[src/sv/ulcp_pkg.sv]
`timescale 1ns / 1ps
`default_nettype none

package ulcp_pkg;

    // longest stored line, the byte after it ends the line
    localparam int MAX_LINE    = 30;
    localparam int POS_W       = $clog2(MAX_LINE + 1);
    localparam int COLOR_START = 9;
    localparam int VERB_N      = 3;
    localparam int COLOR_N     = 4;

    typedef logic [POS_W-1:0] pos_t;

    localparam logic [7:0] LINE_END = 8'd13;

    // reply kinds
    localparam logic [1:0] KIND_ID    = 2'd0;
    localparam logic [1:0] KIND_STATE = 2'd1;
    localparam logic [1:0] KIND_SET   = 2'd2;
    localparam logic [1:0] KIND_ERROR = 2'd3;

    // command prefixes: id query, period set, state query
    localparam logic [7:0] VERB_TEXT [0:VERB_N-1][0:8] = '{
        '{"g", "e", "t", "_", "i", "d", 8'd0, 8'd0, 8'd0},
        '{"s", "e", "t", "_", "t", "i", "m", "e", 8'd0},
        '{"g", "e", "t", "_", "s", "t", "a", "t", "e"}
    };
    localparam int VERB_LEN [0:VERB_N-1] = '{6, 8, 9};

    // colour prefixes: green, red, yellow, blue
    localparam logic [7:0] COLOR_TEXT [0:COLOR_N-1][0:5] = '{
        '{"g", "r", "e", "e", "n", 8'd0},
        '{"r", "e", "d", 8'd0, 8'd0, 8'd0},
        '{"y", "e", "l", "l", "o", "w"},
        '{"b", "l", "u", "e", 8'd0, 8'd0}
    };
    localparam int COLOR_LEN [0:COLOR_N-1] = '{5, 3, 6, 4};

    // digit run phases
    localparam logic [1:0] PH_WAIT  = 2'd0;
    localparam logic [1:0] PH_RUN   = 2'd1;
    localparam logic [1:0] PH_DONE  = 2'd2;
    localparam logic [1:0] PH_NODIG = 2'd3;

endpackage

`default_nettype wire

[src/sv/uart_led_command_parser.sv]
`timescale 1ns / 1ps
`default_nettype none

// Command line parser for LED blink control. Each s_ transaction carries one
// received byte. Bytes build up a line of at most MAX_LINE (30) stored bytes;
// the line ends at a carriage return, or at the byte that arrives once the
// line is full, and that ending byte is dropped. Matching is incremental, so
// nothing is buffered: each byte updates the prefix candidates, the colour
// candidates and the decimal accumulator when taken. At every line end one
// m_ transaction gives the reply kind (id request, state request, period set
// or error), the LED selected and the period, saturated at 2^32-1; the led
// and period fields are zero unless the kind is period set. Bytes inside a
// line give no output. The block takes one byte per clock; the only wait is
// when a reply is still held in the output register and m_tready is low,
// because the reply register has one entry. The reply is registered and is
// valid in the cycle after its line-ending byte is accepted.
module uart_led_command_parser
    import ulcp_pkg::*;
(
    input  wire logic        aclk,
    input  wire logic        aresetn,
    input  wire logic        s_tvalid,
    output logic             s_tready,
    input  wire logic [7:0]  s_tdata,   // [7:0] rx_byte
    output logic             m_tvalid,
    input  wire logic        m_tready,
    output logic [39:0]      m_tdata    // [1:0] reply_kind, [3:2] led_select,
                                        // [35:4] period_ms, [39:36] zero
);

    // line state
    pos_t                       line_pos_reg, line_pos_next;
    logic [VERB_N-1:0]          verb_reg, verb_next;
    logic [COLOR_N-1:0]         color_reg, color_next;
    pos_t                       color_end_reg, color_end_next;
    logic [31:0]                digit_val_reg, digit_val_next;
    logic [1:0]                 phase_reg, phase_next;

    // reply register
    logic                       m_valid_reg;
    logic [35:0]                m_data_reg;

    logic                       s_fire;
    logic                       line_end;
    logic                       is_digit;
    logic [3:0]                 digit;
    logic [35:0]                times_ten;
    logic [1:0]                 kind;
    logic [1:0]                 led;
    logic [31:0]                period;
    int                         off;

    assign s_tready = !m_valid_reg || m_tready;
    assign s_fire   = s_tvalid && s_tready;
    assign m_tvalid = m_valid_reg;
    assign m_tdata  = {4'd0, m_data_reg};

    // the byte after a full line ends it, even if it is a carriage return
    assign line_end = (s_tdata == LINE_END) || (line_pos_reg == pos_t'(MAX_LINE));
    assign is_digit = (s_tdata >= 8'h30) && (s_tdata <= 8'h39);
    assign digit    = s_tdata[3:0];
    assign times_ten = ({4'd0, digit_val_reg} << 3) + ({4'd0, digit_val_reg} << 1)
                     + {32'd0, digit};

    // per-byte state update
    always_comb begin
        verb_next      = verb_reg;
        color_next     = color_reg;
        color_end_next = color_end_reg;
        digit_val_next = digit_val_reg;
        phase_next     = phase_reg;
        off            = int'(line_pos_reg) - COLOR_START;

        for (int i = 0; i < VERB_N; i++) begin
            if (int'(line_pos_reg) < VERB_LEN[i]) begin
                if (s_tdata != VERB_TEXT[i][line_pos_reg[3:0]]) begin
                    verb_next[i] = 1'b0;
                end
            end
        end

        for (int i = 0; i < COLOR_N; i++) begin
            if (off >= 0 && off < COLOR_LEN[i]) begin
                if (s_tdata != COLOR_TEXT[i][off[2:0]]) begin
                    color_next[i] = 1'b0;
                end
            end
        end

        // the first colour byte settles the colour, and so where the digits start
        if (line_pos_reg == pos_t'(COLOR_START)) begin
            for (int i = 0; i < COLOR_N; i++) begin
                if (color_next[i]) begin
                    color_end_next = pos_t'(COLOR_START + COLOR_LEN[i] + 1);
                end
            end
        end

        if (color_end_reg != '0 && line_pos_reg >= color_end_reg) begin
            case (phase_reg)
                PH_WAIT: begin
                    if (is_digit) begin
                        digit_val_next = {28'd0, digit};
                        phase_next     = PH_RUN;
                    end else begin
                        phase_next     = PH_NODIG;
                    end
                end
                PH_RUN: begin
                    if (is_digit) begin
                        // saturate at all ones
                        digit_val_next = (times_ten[35:32] != 4'd0) ? 32'hFFFF_FFFF
                                                                    : times_ten[31:0];
                    end else begin
                        phase_next = PH_DONE;
                    end
                end
                default: begin
                    phase_next = phase_reg;
                end
            endcase
        end

        line_pos_next = line_pos_reg + pos_t'(1);
    end

    // reply for the line held in the state registers
    always_comb begin
        kind   = KIND_ERROR;
        led    = 2'd0;
        period = 32'd0;
        if (verb_reg[0] && int'(line_pos_reg) >= VERB_LEN[0]) begin
            kind = KIND_ID;
        end else if (verb_reg[1] && int'(line_pos_reg) >= VERB_LEN[1]) begin
            for (int i = 0; i < COLOR_N; i++) begin
                if (color_reg[i] && int'(line_pos_reg) >= COLOR_START + COLOR_LEN[i]
                    && (phase_reg == PH_RUN || phase_reg == PH_DONE)
                    && digit_val_reg != 32'd0) begin
                    kind   = KIND_SET;
                    led    = 2'(i);
                    period = digit_val_reg;
                end
            end
        end else if (verb_reg[2] && int'(line_pos_reg) >= VERB_LEN[2]) begin
            kind = KIND_STATE;
        end
    end

    // line state registers: every line starts empty
    always_ff @(posedge aclk) begin
        if (!aresetn) begin
            line_pos_reg  <= '0;
            verb_reg      <= '1;
            color_reg     <= '1;
            color_end_reg <= '0;
            digit_val_reg <= '0;
            phase_reg     <= PH_WAIT;
        end else if (s_fire) begin
            if (line_end) begin
                line_pos_reg  <= '0;
                verb_reg      <= '1;
                color_reg     <= '1;
                color_end_reg <= '0;
                digit_val_reg <= '0;
                phase_reg     <= PH_WAIT;
            end else begin
                line_pos_reg  <= line_pos_next;
                verb_reg      <= verb_next;
                color_reg     <= color_next;
                color_end_reg <= color_end_next;
                digit_val_reg <= digit_val_next;
                phase_reg     <= phase_next;
            end
        end
    end

    // reply register, refilled in the same cycle it is taken
    always_ff @(posedge aclk) begin
        if (!aresetn) begin
            m_valid_reg <= 1'b0;
        end else if (s_fire && line_end) begin
            m_valid_reg <= 1'b1;
        end else if (m_tready) begin
            m_valid_reg <= 1'b0;
        end
    end

    always_ff @(posedge aclk) begin
        if (s_fire && line_end) begin
            m_data_reg <= {period, led, kind};
        end
    end

endmodule

`default_nettype wire

[config.mk]
export PLATFORM = sky130hd
export DESIGN_NAME = uart_led_command_parser
export DESIGN_NICKNAME = d
export VERILOG_FILES = /design/src/sv/ulcp_pkg.sv /design/src/sv/uart_led_command_parser.sv
export SDC_FILE = /design/constraint.sdc
export NUM_CORES = 1
export LEC_CHECK = 0
export ABC_AREA = 1
export ABC_CLOCK_PERIOD_IN_PS = 3100
export BUFFER_PORTS_ARGS = -buffer_cell sky130_fd_sc_hd__buf_2
export CAP_MARGIN = 10
export CORE_UTILIZATION = 62
export DETAILED_ROUTE_END_ITERATION = 7
export PLACE_DENSITY = 0.78
export SYNTH_ARGS = -nofsm -noshare
export SYNTH_HDL_FRONTEND = slang
export SYNTH_SLANG_ARGS = --single-unit
[constraint.sdc]
create_clock -name aclk -period 3.1 [get_ports aclk]
set_input_delay 0.155 -clock aclk [delete_from_list [all_inputs] [get_ports aclk]]
set_output_delay 0.155 -clock aclk [all_outputs]
set_load 0.05 [all_outputs]
After elaboration in Yosys (flattened, before gate mapping)

Memories as Yosys holds them, arrays and structs flattened.
Cells that the tools add are included.

Register bits: 88
Bits in latches: 0
Bits in writable memories: 0
Bits in read-only memories: 640
Bits of input ports: 12
Output and inout bits: 42
Logic and storage cells: 172
Memories kept: 7

Add/subtract/negate cells: 4
Multipliers: 0
Div/mod/pow operators: 0
$lt $le $gt $ge: 20
Equality and inequality tests: 15
Shifts and indexed selects: 0
Mux-type cells: 63
Bitwise operators: 3
Reductions and logical operators: 49

Memories:

| memory          | depth | bits a word | rd ports | clocked after Yosys merged registers in | write ports | line                          | source |
|---|---|---|---|---|---|---|---|
| (no name shown) | 16    | 8           | 1        | 0                                       | 0           | uart_led_command_parser.sv:76 | `if (s_tdata != VERB_TEXT[i][line_pos_reg[3:0]]) begin` |
| (no name shown) | 16    | 8           | 1        | 0                                       | 0           | uart_led_command_parser.sv:76 |  |
| (no name shown) | 16    | 8           | 1        | 0                                       | 0           | uart_led_command_parser.sv:76 |  |
| (no name shown) | 8     | 8           | 1        | 0                                       | 0           | uart_led_command_parser.sv:84 | `if (s_tdata != COLOR_TEXT[i][off[2:0]]) begin` |
| (no name shown) | 8     | 8           | 1        | 0                                       | 0           | uart_led_command_parser.sv:84 |  |
| (no name shown) | 8     | 8           | 1        | 0                                       | 0           | uart_led_command_parser.sv:84 |  |
| 1 more memories | --    | --          | --       | --                                      | --          | --                            |  |

Operator list:

| operator              | number |
|---|---|
| $mux W32              | 9 |
| $mux W8               | 14 |
| $pmux W32 S2          | 1 |
| $ne A8 B8 Y1          | 7 |
| $add A35 B33 Y36      | 1 |
| $add A36 B4 Y36       | 1 |
| $mux W5               | 7 |
| $reduce_bool A32 Y1   | 1 |
| $ge A5 B4 Y1 const B  | 6 |
| $logic_and A1 B1 Y1   | 23 |
| $mux W2               | 11 |
| $lt A6 B4 Y1 const B  | 3 |
| $mux W1               | 18 |
| $reduce_bool A2 Y1    | 9 |
| $reduce_and A3 Y1     | 4 |
| $lt A5 B4 Y1 const B  | 2 |
| $reduce_bool A5 Y1    | 2 |
| $ne A3 B3 Y1 const B  | 3 |
| $eq A8 B4 Y1 const B  | 1 |
| $ge A8 B6 Y1 const B  | 1 |
| $le A8 B6 Y1 const B  | 1 |
| $ge A6 B1 Y1 const B  | 1 |
| $lt A6 B3 Y1 const B  | 1 |
| $sub A5 B4 Y6 const B | 1 |
| 24 further kinds      | 26 |

Depth between registers and ports, before layout

Gate-level depths: netlist of the first run.

Word-level depth: 14
Gate-level depth with buffers: 20
Depth with buffers taken out: 19

Least setup slack after synthesis of the first run

Ideal clock, no wire load.

Path kind: register to register
Start: reg m_valid_reg, in the netlist m_tvalid
End: reg color_reg[1]
Library setup time: 115 ps
Arrival time: 2,717 ps
Data required time: 2,985 ps
Path slack: 267 ps
Stages on the path, launching flop included: 10
Buffers on the path: 0
Period minus slack after synthesis: 2,833 ps
Cell sequence: dfxtp_1 > nand2_1 > nand2_1 > clkinv_1 > nand2_2 > inv_1 > nor2_1 > inv_1 > a21oi_1 > nand2_1

Word-level cells in the longest chain between the ends: 3

Ends and longest elaborated chain:

| element                | line                           | source |
|---|---|---|
| from (decl)            | uart_led_command_parser.sv:40  | `logic m_valid_reg;` |
| from (signal assigned) | uart_led_command_parser.sv:180 | `m_valid_reg <= 1'b0;` |
| from (signal assigned) | uart_led_command_parser.sv:182 | `m_valid_reg <= 1'b1;` |
| from (signal assigned) | uart_led_command_parser.sv:184 | `m_valid_reg <= 1'b0;` |
| $logic_not A1 Y1       | uart_led_command_parser.sv:53  | `assign s_tready = !m_valid_reg \|\| m_tready;` |
| $logic_or A1 B1 Y1     | uart_led_command_parser.sv:53  |  |
| named net s_tready     | uart_led_command_parser.sv:23  | `output logic s_tready,` |
| $logic_and A1 B1 Y1    | uart_led_command_parser.sv:54  | `assign s_fire = s_tvalid && s_tready;` |
| to (signal assigned)   | uart_led_command_parser.sv:169 | `color_reg <= color_next;` |
| to (decl)              | uart_led_command_parser.sv:34  | `logic [COLOR_N-1:0] color_reg, color_next;` |

The timed path passes the listed nets, and every way through them passes these cells.
A chain may end at the register's enable or synchronous reset.

Worst setup path after layout of the first run

Start: reg digit_val_reg[0]
End: reg digit_val_reg[7]

Word-level cells in the longest chain between the ends: 8

Ends and longest elaborated chain:

| element                | line                           | source |
|---|---|---|
| from (decl)            | uart_led_command_parser.sv:36  | `logic [31:0] digit_val_reg, digit_val_next;` |
| from (signal assigned) | uart_led_command_parser.sv:171 | `digit_val_reg <= digit_val_next;` |
| $add A35 B33 Y36 *     | uart_led_command_parser.sv:62  | `assign times_ten = ({4'd0, digit_val_reg} << 3) + ({4'd0, digit_val_reg} << 1)` |
| $add A36 B4 Y36 *      | uart_led_command_parser.sv:63  | `+ {32'd0, digit};` |
| $reduce_bool A4 Y1     | uart_led_command_parser.sv:112 | `digit_val_next = (times_ten[35:32] != 4'd0) ? 32'hFFFF_FFFF` |
| $mux W32 *             | uart_led_command_parser.sv:112 |  |
| $mux W32 *             | uart_led_command_parser.sv:110 | `if (is_digit) begin` |
| $pmux W32 S2 *         | uart_led_command_parser.sv:100 | `case (phase_reg)` |
| $mux W32 *             | uart_led_command_parser.sv:99  | `if (color_end_reg != '0 && line_pos_reg >= color_end_reg) begin` |
| $mux W32 *             | uart_led_command_parser.sv:159 | `if (line_end) begin` |

Mark *: on every way between the ends. The rest lies on a longest branch, timed or not. The select of a mux whose other input is x is not followed.

==> summary.md, run 1 <==
Synthesis produced 1,126 cells. The register with the most flip-flops in the layout has 36 of them. The number of antenna violations at the first check in global routing came out at 1.

The tools report the hold violation total from the final report as 0. The number of cells upsized or downsized after cts was 0. The logs give 16,710 µm for the estimated wirelength of the detail-placed design and 1.001 for the final weighted congestion in routability-driven placement. In this run the deepest clock path goes through 2 buffers. Broken down by cell family, the worst path's largest delay share belongs to simple AND/OR/NAND/NOR gates.

For the die footprint, the log shows 12,810 µm². In the layout the commonest cells are nand2_1, inv_1, nor2_1, a21oi_1, ha_1. Dividing the detail-routed wire length by the instance count gives 16.61 µm. The final layout contains 1,282 nets. For this run, design rule violations remaining after detail routing come to 0. Between clock sinks in the finished design, the worst skew comes to 7.423 ps. The signal on the critical path passes through fa_1 > ha_1 > a21oi_2 > nand2_1 > nand2_1 > nand2_1 > nand2_1 > nand2_2 > nand2_1 > nand2_1 > nand2_1 > nand2_1 > nor2_4 > nand2_8 > nand2_8 > a21oi_1. The number of storage elements in the synthesis netlist works out to 87. The flow ran to the end, and the final reports show no timing, DRC or antenna violations. The critical path is of the flop to flop type. The repair_antennas step left the layout with diodes totalling 0.

For this run, the slowest stage of the critical path takes 410 ps. TritonCTS built the clock tree. The capturing point of the worst reg2reg path is digit_val_reg[7]$_SDFFE_PN0P_.

For this design, the CTS-stage hold fixing added 0 buffers. Once the clock tree was built, the setup fixing pass inserted 0 buffers. Row generation in the floorplan step produced 40 rows. The count of cells along the worst register-to-register path came out at 16. The first detailed-routing pass ran for 5 iterations. OpenSTA, run right after detailed placement, puts the worst setup slack at 28.89 ps. Number of buffers added by the clock tree synthesis step: 9.

The wire length after detailed routing came out at 22,240 µm. The transition time at the pin with the least slew margin is 749.5 ps, and the count of yosys warnings during synthesis is 0. The accumulated negative setup slack came out at 0 ps. The startpoint identified for the worst hold timing path is aresetn. Global-route wire length before repair: 35,250 µm.

The buffers plus inverters on the worst setup path is 0, and the post-synthesis cell area is 7666 µm². The clock transition at the registers of the reported paths came out at 70 ps. Summed over all cells, the static leakage comes to 4.164 nW. The layout overhead on the synthesized area was 11.15%. Cell repeated most along the worst path: nand2_1.

Layout cell share with drive strength beyond 1: 0.1326. The relative slew slack is 0.4950, and the die span in x is 113.2 µm. The number of buffers inserted by port buffering was 49; the period utilization was 0.9344.

The number of vias after detailed routing was 7,829; the number of nets with antenna violations after routing was 0. The tools report the number of sinks driven by the clock tree as 87. On the critical path, the stage with the largest delay is an instance of fa_1. The kind of capture point of the worst setup path is a flop.

The worst path needs 2897 ps of the cycle, external delays included. The floorplan step set the die height to 113.2 µm. For the worst setup path, the data required time is 3320 ps. The overall global routing resource usage is 0.3524. The hold path depth came out at 3. The dominant synthesized flop cell is dfxtp_1.

Kind of launch point of the worst setup path: a flop. Dividing total power by cell area gives a power density of 320.0 nW/µm². The capture endpoint of the worst hold path is color_end_reg[4]$_SDFFE_PN0P_. The run gives 345.2 MHz as the fmax.

In the post-route analysis, the smallest setup slack over all paths is 203.3 ps. For the pin count of the biggest net entering global routing, the log shows 37. Setup repair after global routing left no endpoint under its margin.

In this run the number of cells on the critical path is 16. The tools report the final design utilization as 0.7094. Data arrives at the worst endpoint at 3110 ps. The logs give 794 for the starting DRC count in detailed routing and 50 for the post-synthesis cell type count. The worst register-to-register path has a setup slack of 200 ps. The max-slew violation count is 0, and the filler cell count is 1,077. 54 I/O pins were placed. In the routed layout, each cell is associated on average with a via count of 5.847.

The count of flip-flops with a built-in enable after synthesis came out at 36. The worst hold path belongs to the class input pin to flop. The total area inside the core boundary comes to 12,010 µm².

The run gives 0.2742 as the sequential-to-total area share from yosys stat. The share of async-settable or async-resettable flops after synthesis works out to 0. The total congestion overflow came out at 0. A synthesized cell averages 6.808 µm².

The clock tree synthesis step divided the H-tree into 3 levels. The tools report the root buffer cell as clkbuf_16. The setup-violating endpoint count in the final report is 0. In this run the critical register-to-register path is launched from digit_val_reg[0]$_SDFFE_PN0P_.

Clock latency on the worst-skew pair: 350 ps. Starting density of the core: 0.6382. The tools report the via count of the first global-routing pass as 7,022. The commonest non-fill, non-tap cell in the layout is nand2_1. The tool flagged a number of max-cap violations equal to 0. The largest fanout on the critical path is 7. The peak ir drop on the vdd network was 0.3988 mV.
## cell type report
class | count | area, µm² | share of cell area
clock buffer | 11 | 232.7 | 0.02731
multi-input combinational | 872 | 4957 | 0.5818
sequential | 87 | 2103 | 0.2468
inverter | 145 | 544.3 | 0.06388
clock inverter | 5 | 81.33 | 0.009545
tap | 147 | 183.9 | 0.02159
timing repair buffer | 72 | 417.9 | 0.04905
## worst min-delay path: stages
cell	delay (ps)
buf_2	130
nand2_1	60
nor2_1	30
## worst max path at each step
stage,startpoint,slack [ps],end
global placement,digit_val_reg[0]$_SDFFE_PN0P_,120,digit_val_reg[7]$_SDFFE_PN0P_
global route,digit_val_reg[10]$_SDFFE_PN0P_,30,digit_val_reg[5]$_SDFFE_PN0P_
finish,digit_val_reg[0]$_SDFFE_PN0P_,200,digit_val_reg[7]$_SDFFE_PN0P_
floorplan,m_tvalid$_SDFFE_PN0P_,270,color_reg[1]$_SDFFE_PN1P_
CTS,digit_val_reg[0]$_SDFFE_PN0P_,20,digit_val_reg[5]$_SDFFE_PN0P_
detailed placement,digit_val_reg[0]$_SDFFE_PN0P_,30,digit_val_reg[5]$_SDFFE_PN0P_
## routing by layer
layer / GRT usage / vias to the layer above / wire length, µm
met3: 0.09052 / 48 / 2485
met2: 0.5121 / 404 / 9159
li1: - / 3850 / -
met4: 0.1070 / 2 / 496
met5: 0 / - / 8
met1: 0.5108 / 3525 / 10090
## through the flow
step                      hold slack, ps  std cells  instance area, µm²  total power (W)
after detailed placement           432.8       1320                8107         0.001556
after global routing               84.52       1339                8521         0.002809
final                              69.95       1339                8521         0.002726
after global placement             432.4       1320                8107         0.001552
after floorplan                    275.5       1129                7677         0.001474
after CTS                          67.86       1336                8421         0.002711
## synthesized netlist by cell type, types with 3 or more instances
master / instances / area, µm²
a211oi_1: 4 / 30.03
a21oi_1: 85 / 425.4
a21oi_2: 21 / 183.9
a22oi_1: 9 / 67.56
a31oi_1: 3 / 18.77
buf_2: 9 / 45.04
buf_4: 8 / 60.06
clkbuf_1: 7 / 26.28
clkinv_1: 4 / 15.01
dfxtp_1: 51 / 1021
edfxtp_1: 36 / 1081
ha_1: 81 / 1013
inv_1: 126 / 473.0
inv_2: 15 / 56.30
nand2_1: 296 / 1111
nand2_2: 10 / 62.56
nand2_4: 3 / 33.78
nand3_1: 70 / 350.3
nand4_1: 18 / 112.6
nor2_1: 121 / 454.2
nor2_2: 5 / 31.28
nor2_4: 3 / 33.78
nor3_1: 38 / 190.2
nor4_1: 7 / 43.79
o21ai_0: 28 / 140.1
o21ai_1: 6 / 30.03
o21bai_1: 5 / 37.54
o22ai_1: 3 / 18.77
or2_2: 3 / 18.77
xnor2_1: 9 / 78.83
xor2_1: 18 / 157.7
## power breakdown
group          internal (W)  total [W]  leakage [nW]  switching (W)
combinational      0.000105   0.000338          3.27       0.000233
clock              0.000709    0.00118         0.150       0.000474
sequential          0.00119    0.00121         0.746      0.0000120
total               0.00201    0.00273          4.16       0.000719
## kinds of logic (layout without fill, tap and decap cells)
kind of cell,Yosys count,after routing,share of synthesized area
buffers and inverters,173,233,0.09352
and+or+nand+nor,580,583,0.3268
adders and majority gates,83,83,0.1374
AOI/OAI and AO/OA,175,175,0.1368
xor gates and xnor gates,27,27,0.03085
other,1,4,0.0004892
DFF,87,87,0.2742
No activity file was read; power rests on OpenSTA's default activity.
==> run 2, diff against run 1 <==
--- a/config.mk
+++ b/config.mk
@@ -6,8 +6,8 @@
 export NUM_CORES = 1
 export LEC_CHECK = 0
 export ABC_AREA = 1
-export ABC_CLOCK_PERIOD_IN_PS = 3100
-export BUFFER_PORTS_ARGS = -buffer_cell sky130_fd_sc_hd__buf_2
+export ABC_CLOCK_PERIOD_IN_PS = 2800
+export BUFFER_PORTS_ARGS = -buffer_cell sky130_fd_sc_hd__buf_4
 export CAP_MARGIN = 10
 export CORE_UTILIZATION = 62
 export DETAILED_ROUTE_END_ITERATION = 7
==> constraint.sdc (replaced) <==
create_clock -name aclk -period 2.8 [get_ports aclk]
set_input_delay 0.42 -clock aclk [delete_from_list [all_inputs] [get_ports aclk]]
set_output_delay 0.42 -clock aclk [all_outputs]
set_load 0.05 [all_outputs]
==> run 2 against run 1 <==
Net effect:
- sequential share of layout area fell by 1.2 points
- worst setup slack got worse by 150 ps
- clock skew barely moved
- global-route usage rose by 0.42 points
- critical endpoint is now digit_val_reg[12]$_SDFFE_PN0P_
- largest power group unchanged
- first-iteration DRC count rose by 20%
- critical path depth rose by 2
==> summary.md, run 2 (synthesis gave the netlist of run 1 again) <==
The run finished with clean final reports. The clock transition at the registers of the reported paths was 60 ps (about the same); the worst setup slack for register-to-register paths was 60 ps (-150 ps). For the count of placed standard cells including taps, the log shows 1,351 (+2.3%). The number of standard cells in the final layout excluding fillers was 1,369 (+2.2%). The worst register-to-register path ends at digit_val_reg[12]$_SDFFE_PN0P_. The number of vias per cell came out at 5.850 (about the same). The final weighted congestion in routability-driven placement came out at 0.9664 (-3.5%). In this run the worst hold path is classified as input pin to flop.

Worst hold margin: 335.5 ps (+265.5 ps). The run gives 54 (unchanged) as the number of primary I/O pins. Largest fanout on the critical path: 6 (-1). The slowest cell on the critical path is fa_1. The via count of the first global-routing pass is 7,015 (-0.10%), and the count of cells along the worst register-to-register path is 18 (+2).

Longest individual stage delay on the worst path: 550 ps (+140 ps). The flip-flop count of the largest register after layout works out to 36 (unchanged). The transition time at the pin with the least slew margin works out to 636.2 ps (-113.3 ps). The total congestion overflow came out at 0 (unchanged). The tools report the global-route wire length before repair as 35,750 µm (+1.4%). The layout cell share with drive strength beyond 1 came out at 0.1923 (+0.05976). The period utilization works out to 0.9803 (+0.04589). The logs give 0 (-1) for the number of antenna violations at the first check in global routing and 8504 µm² (+4.9%) for the area of placed instances.

The data arrival time of the critical path is 2960 ps (-150 ps). For the relative slew slack, the log shows 0.5719 (+0.07692). Estimated wirelength of the detail-placed design: 17,560 µm (+5.1%). The die outline height works out to 113.2 µm (unchanged). Number of buffers inserted by port buffering: 49 (unchanged).

The capture endpoint of the worst hold path is color_end_reg[3]$_SDFFE_PN0P_. Among cell families on the critical path, the largest total delay comes from simple AND/OR/NAND/NOR gates. The setup-violating endpoint count in the final report was 0 (unchanged); the area of the core was 12,010 µm² (unchanged).

The final critical path time including I/O delays and setup was 2745 ps (-151.8 ps). The starting DRC count in detailed routing was 952 (+20%). The logs give 0.133 (+0.009) for the proportion of power drawn by combinational gates and 40 (unchanged) for the row count. The starting density of the core is 0.6382 (unchanged). The die span in x was 113.2 µm (unchanged). The tools report the leakage power figure as 4.390 nW (+5.4%). The run gives 0.002133 W (+6.3%) as the internal power summed over all cells. Commonest non-fill, non-tap cell in the layout: nand2_1. The top cell types in the final layout, fill and taps aside, are nand2_1, inv_1, nor2_1, buf_4, ha_1. TritonCTS built the clock tree.

The number of nets in the layout is 1,312 (+2.3%). The die footprint is 12,810 µm² (unchanged), and the filler cell count is 971 (-9.8%). CTS placed an instance of clkbuf_16 at the clock tree root.

The run gives 2 (unchanged) as the maximum clock insertion buffer count. The number of inserted diodes came out at 0 (unchanged). The fmax came out at 364.3 MHz (+5.5%).

Storage element area: 2118 µm² (+0.71%). The clock latency on the worst-skew pair came out at 340 ps (about the same). The sequential fraction of design power is 0.457 (+0.015), and the number of nets with antenna violations after routing is 0 (unchanged). The run gives 3020 ps (-300 ps) as the required time reported for the critical path endpoint. The number of buffers added by the clock tree synthesis step came out at 9 (unchanged). The worst hold path begins at aresetn. The final design utilization was 0.7520 (+0.04260).

STA classifies the critical path endpoint as a flop. The net load switching power is 0.0007822 W (+8.7%), and the overall global routing resource usage is 0.3566 (+0.004216). The post-detailed-route wirelength per cell was 16.88 µm (+1.6%); the post-detailed-route DRC marker count was 0 (unchanged).

The most numerous cell type found on the critical path is nand2_2. The run gives 0 (unchanged) as the hold violation total from the final report. For the worst clock skew, the log shows 6.949 ps (-0.4741 ps). The part of the total power dissipated in the clock network is 0.410 (-0.024), and the layout overhead on the synthesized area is 17.82%. The worst setup path is of the flop to flop kind.

The net switching fraction of the power was 0.2683 (+0.004444). STA classifies the critical path startpoint as a flop. The run gives 0.3532 mV (-11%) as the peak ir drop on the vdd network. The pin count of the biggest net entering global routing is 33 (-11%).

For the number of vias after detailed routing, the log shows 8,008 (+2.3%). For the wire length after detailed routing, the log shows 23,110 µm (+3.9%). The tools report the number of maximum-capacitance constraint violations as 0 (unchanged). The length of the first detailed-routing pass in iterations was 5 (unchanged).

The number of sinks driven by the clock tree came out at 87 (unchanged). The post-route standard cell area excluding fillers is 9032 µm² (+6.0%). The hold path depth works out to 3 (unchanged). For the area of the multi-input gates, the log shows 5039 µm² (+1.6%). Buffers plus inverters on the worst setup path: 3 (+3).

The worst register-to-register path begins at digit_val_reg[0]$_SDFFE_PN0P_. The max-slew violation count was 0 (unchanged). The power per cell area was 322.8 nW/µm² (+0.88%); the H-tree depth was 3 (unchanged).

The signal on the critical path passes through fa_1 > inv_1 > fa_2 > inv_2 > nand3_2 > nand2_2 > nand2_1 > nand2_1 > nand2_2 > nand2_2 > nand2_2 > nand3_2 > nand2_2 > nor2_4 > nand2_2 > nand2_4 > clkbuf_16 > a21oi_2. The quantity of hold-fixing buffers added after cts was 0 (unchanged).
## run 2: changes by cell type in the layout (fill, tap and decap cells not counted), moves of 5 or more
cell / previous run / this run
ha_1: 81 / 74
dfxtp_2: 1 / 13
dfxtp_1: 50 / 38
a21oi_2: 22 / 32
nand2_2: 10 / 20
nand2_1: 294 / 286
ha_4: 0 / 5
buf_4: 23 / 99
buf_2: 49 / 0
nand2_8: 5 / 0
a21oi_1: 84 / 73
## run 2: area by class of cell
| class | instances | share of cell area |
|---|---|---|
| inverter | 145 | 0.06026 |
| timing repair buffer | 105 | 0.09420 |
| clock buffer | 13 | 0.03006 |
| multi-input combinational | 869 | 0.5578 |
| sequential | 87 | 0.2345 |
| clock inverter | 3 | 0.002770 |
| tap | 147 | 0.02036 |
## run 2: worst reg2reg max path, stage by stage, from the launching register on
cell and delay [ps]:
dfxtp_2 340, fa_1 550, inv_1 60, fa_2 350
inv_2 70, nand3_2 70, nand2_2 100, nand2_1 60
nand2_1 80, nand2_2 70, nand2_2 90, nand2_2 60
nand3_2 80, nand2_2 70, nor2_4 130, nand2_2 80
nand2_4 130, clkbuf_16 180, a21oi_2 50
## run 2: power groups by stage
stage | sequential, W | clock [W] | combinational, W
floorplan | 0.00136 | 0 | 0.000271
global placement | 0.00136 | 0 | 0.000371
global route | 0.00133 | 0.00125 | 0.000431
detailed placement | 0.00136 | 0 | 0.000373
CTS | 0.00133 | 0.00120 | 0.000375
finish | 0.00133 | 0.00120 | 0.000388
## run 2: repair_timing
item / CTS / global route
setup buffers: 0 / 1
endpoints found under the hold margin: 0 / 0
gates resized for setup: 0 / 58
endpoints found under the setup margin: 0 / 32
## run 2: worst max-delay path by stage
stage	from	endpoint	slack (ps)	cells past startpoint
2_1_floorplan	s_tdata[3]	digit_val_reg[10]$_SDFFE_PN0P_	20	18
3_3_place_gp	s_tdata[3]	digit_val_reg[28]$_SDFFE_PN0P_	-130	19
3_5_place_dp	s_tdata[3]	digit_val_reg[30]$_SDFFE_PN0P_	-180	19
4_1_cts	digit_val_reg[0]$_SDFFE_PN0P_	digit_val_reg[30]$_SDFFE_PN0P_	20	18
5_1_grt	digit_val_reg[2]$_SDFFE_PN0P_	digit_val_reg[11]$_SDFFE_PN0P_	-60	18
6_report	digit_val_reg[0]$_SDFFE_PN0P_	digit_val_reg[12]$_SDFFE_PN0P_	60	18
## run 2: stage by stage
| step | TNS, ps | total power (W) | setup slack (ps) |
|---|---|---|---|
| finish | 0 | 0.002915 | 55.14 |
| global route | -1229 | 0.003008 | -63.66 |
| CTS | 0 | 0.002904 | 20.95 |
| detailed placement | -4631 | 0.001733 | -182.9 |
| global placement | -3104 | 0.001730 | -131.8 |
| floorplan | 0 | 0.001632 | 21.73 |
## run 2: per-layer routing
layer / vias up / GRT usage / share of wire
met5: - / 0 / 0
met4: 0 / 0.08333 / 0.016
met3: 35 / 0.05999 / 0.095
met2: 436 / 0.5382 / 0.43
met1: 3626 / 0.5296 / 0.46
li1: 3911 / - / -
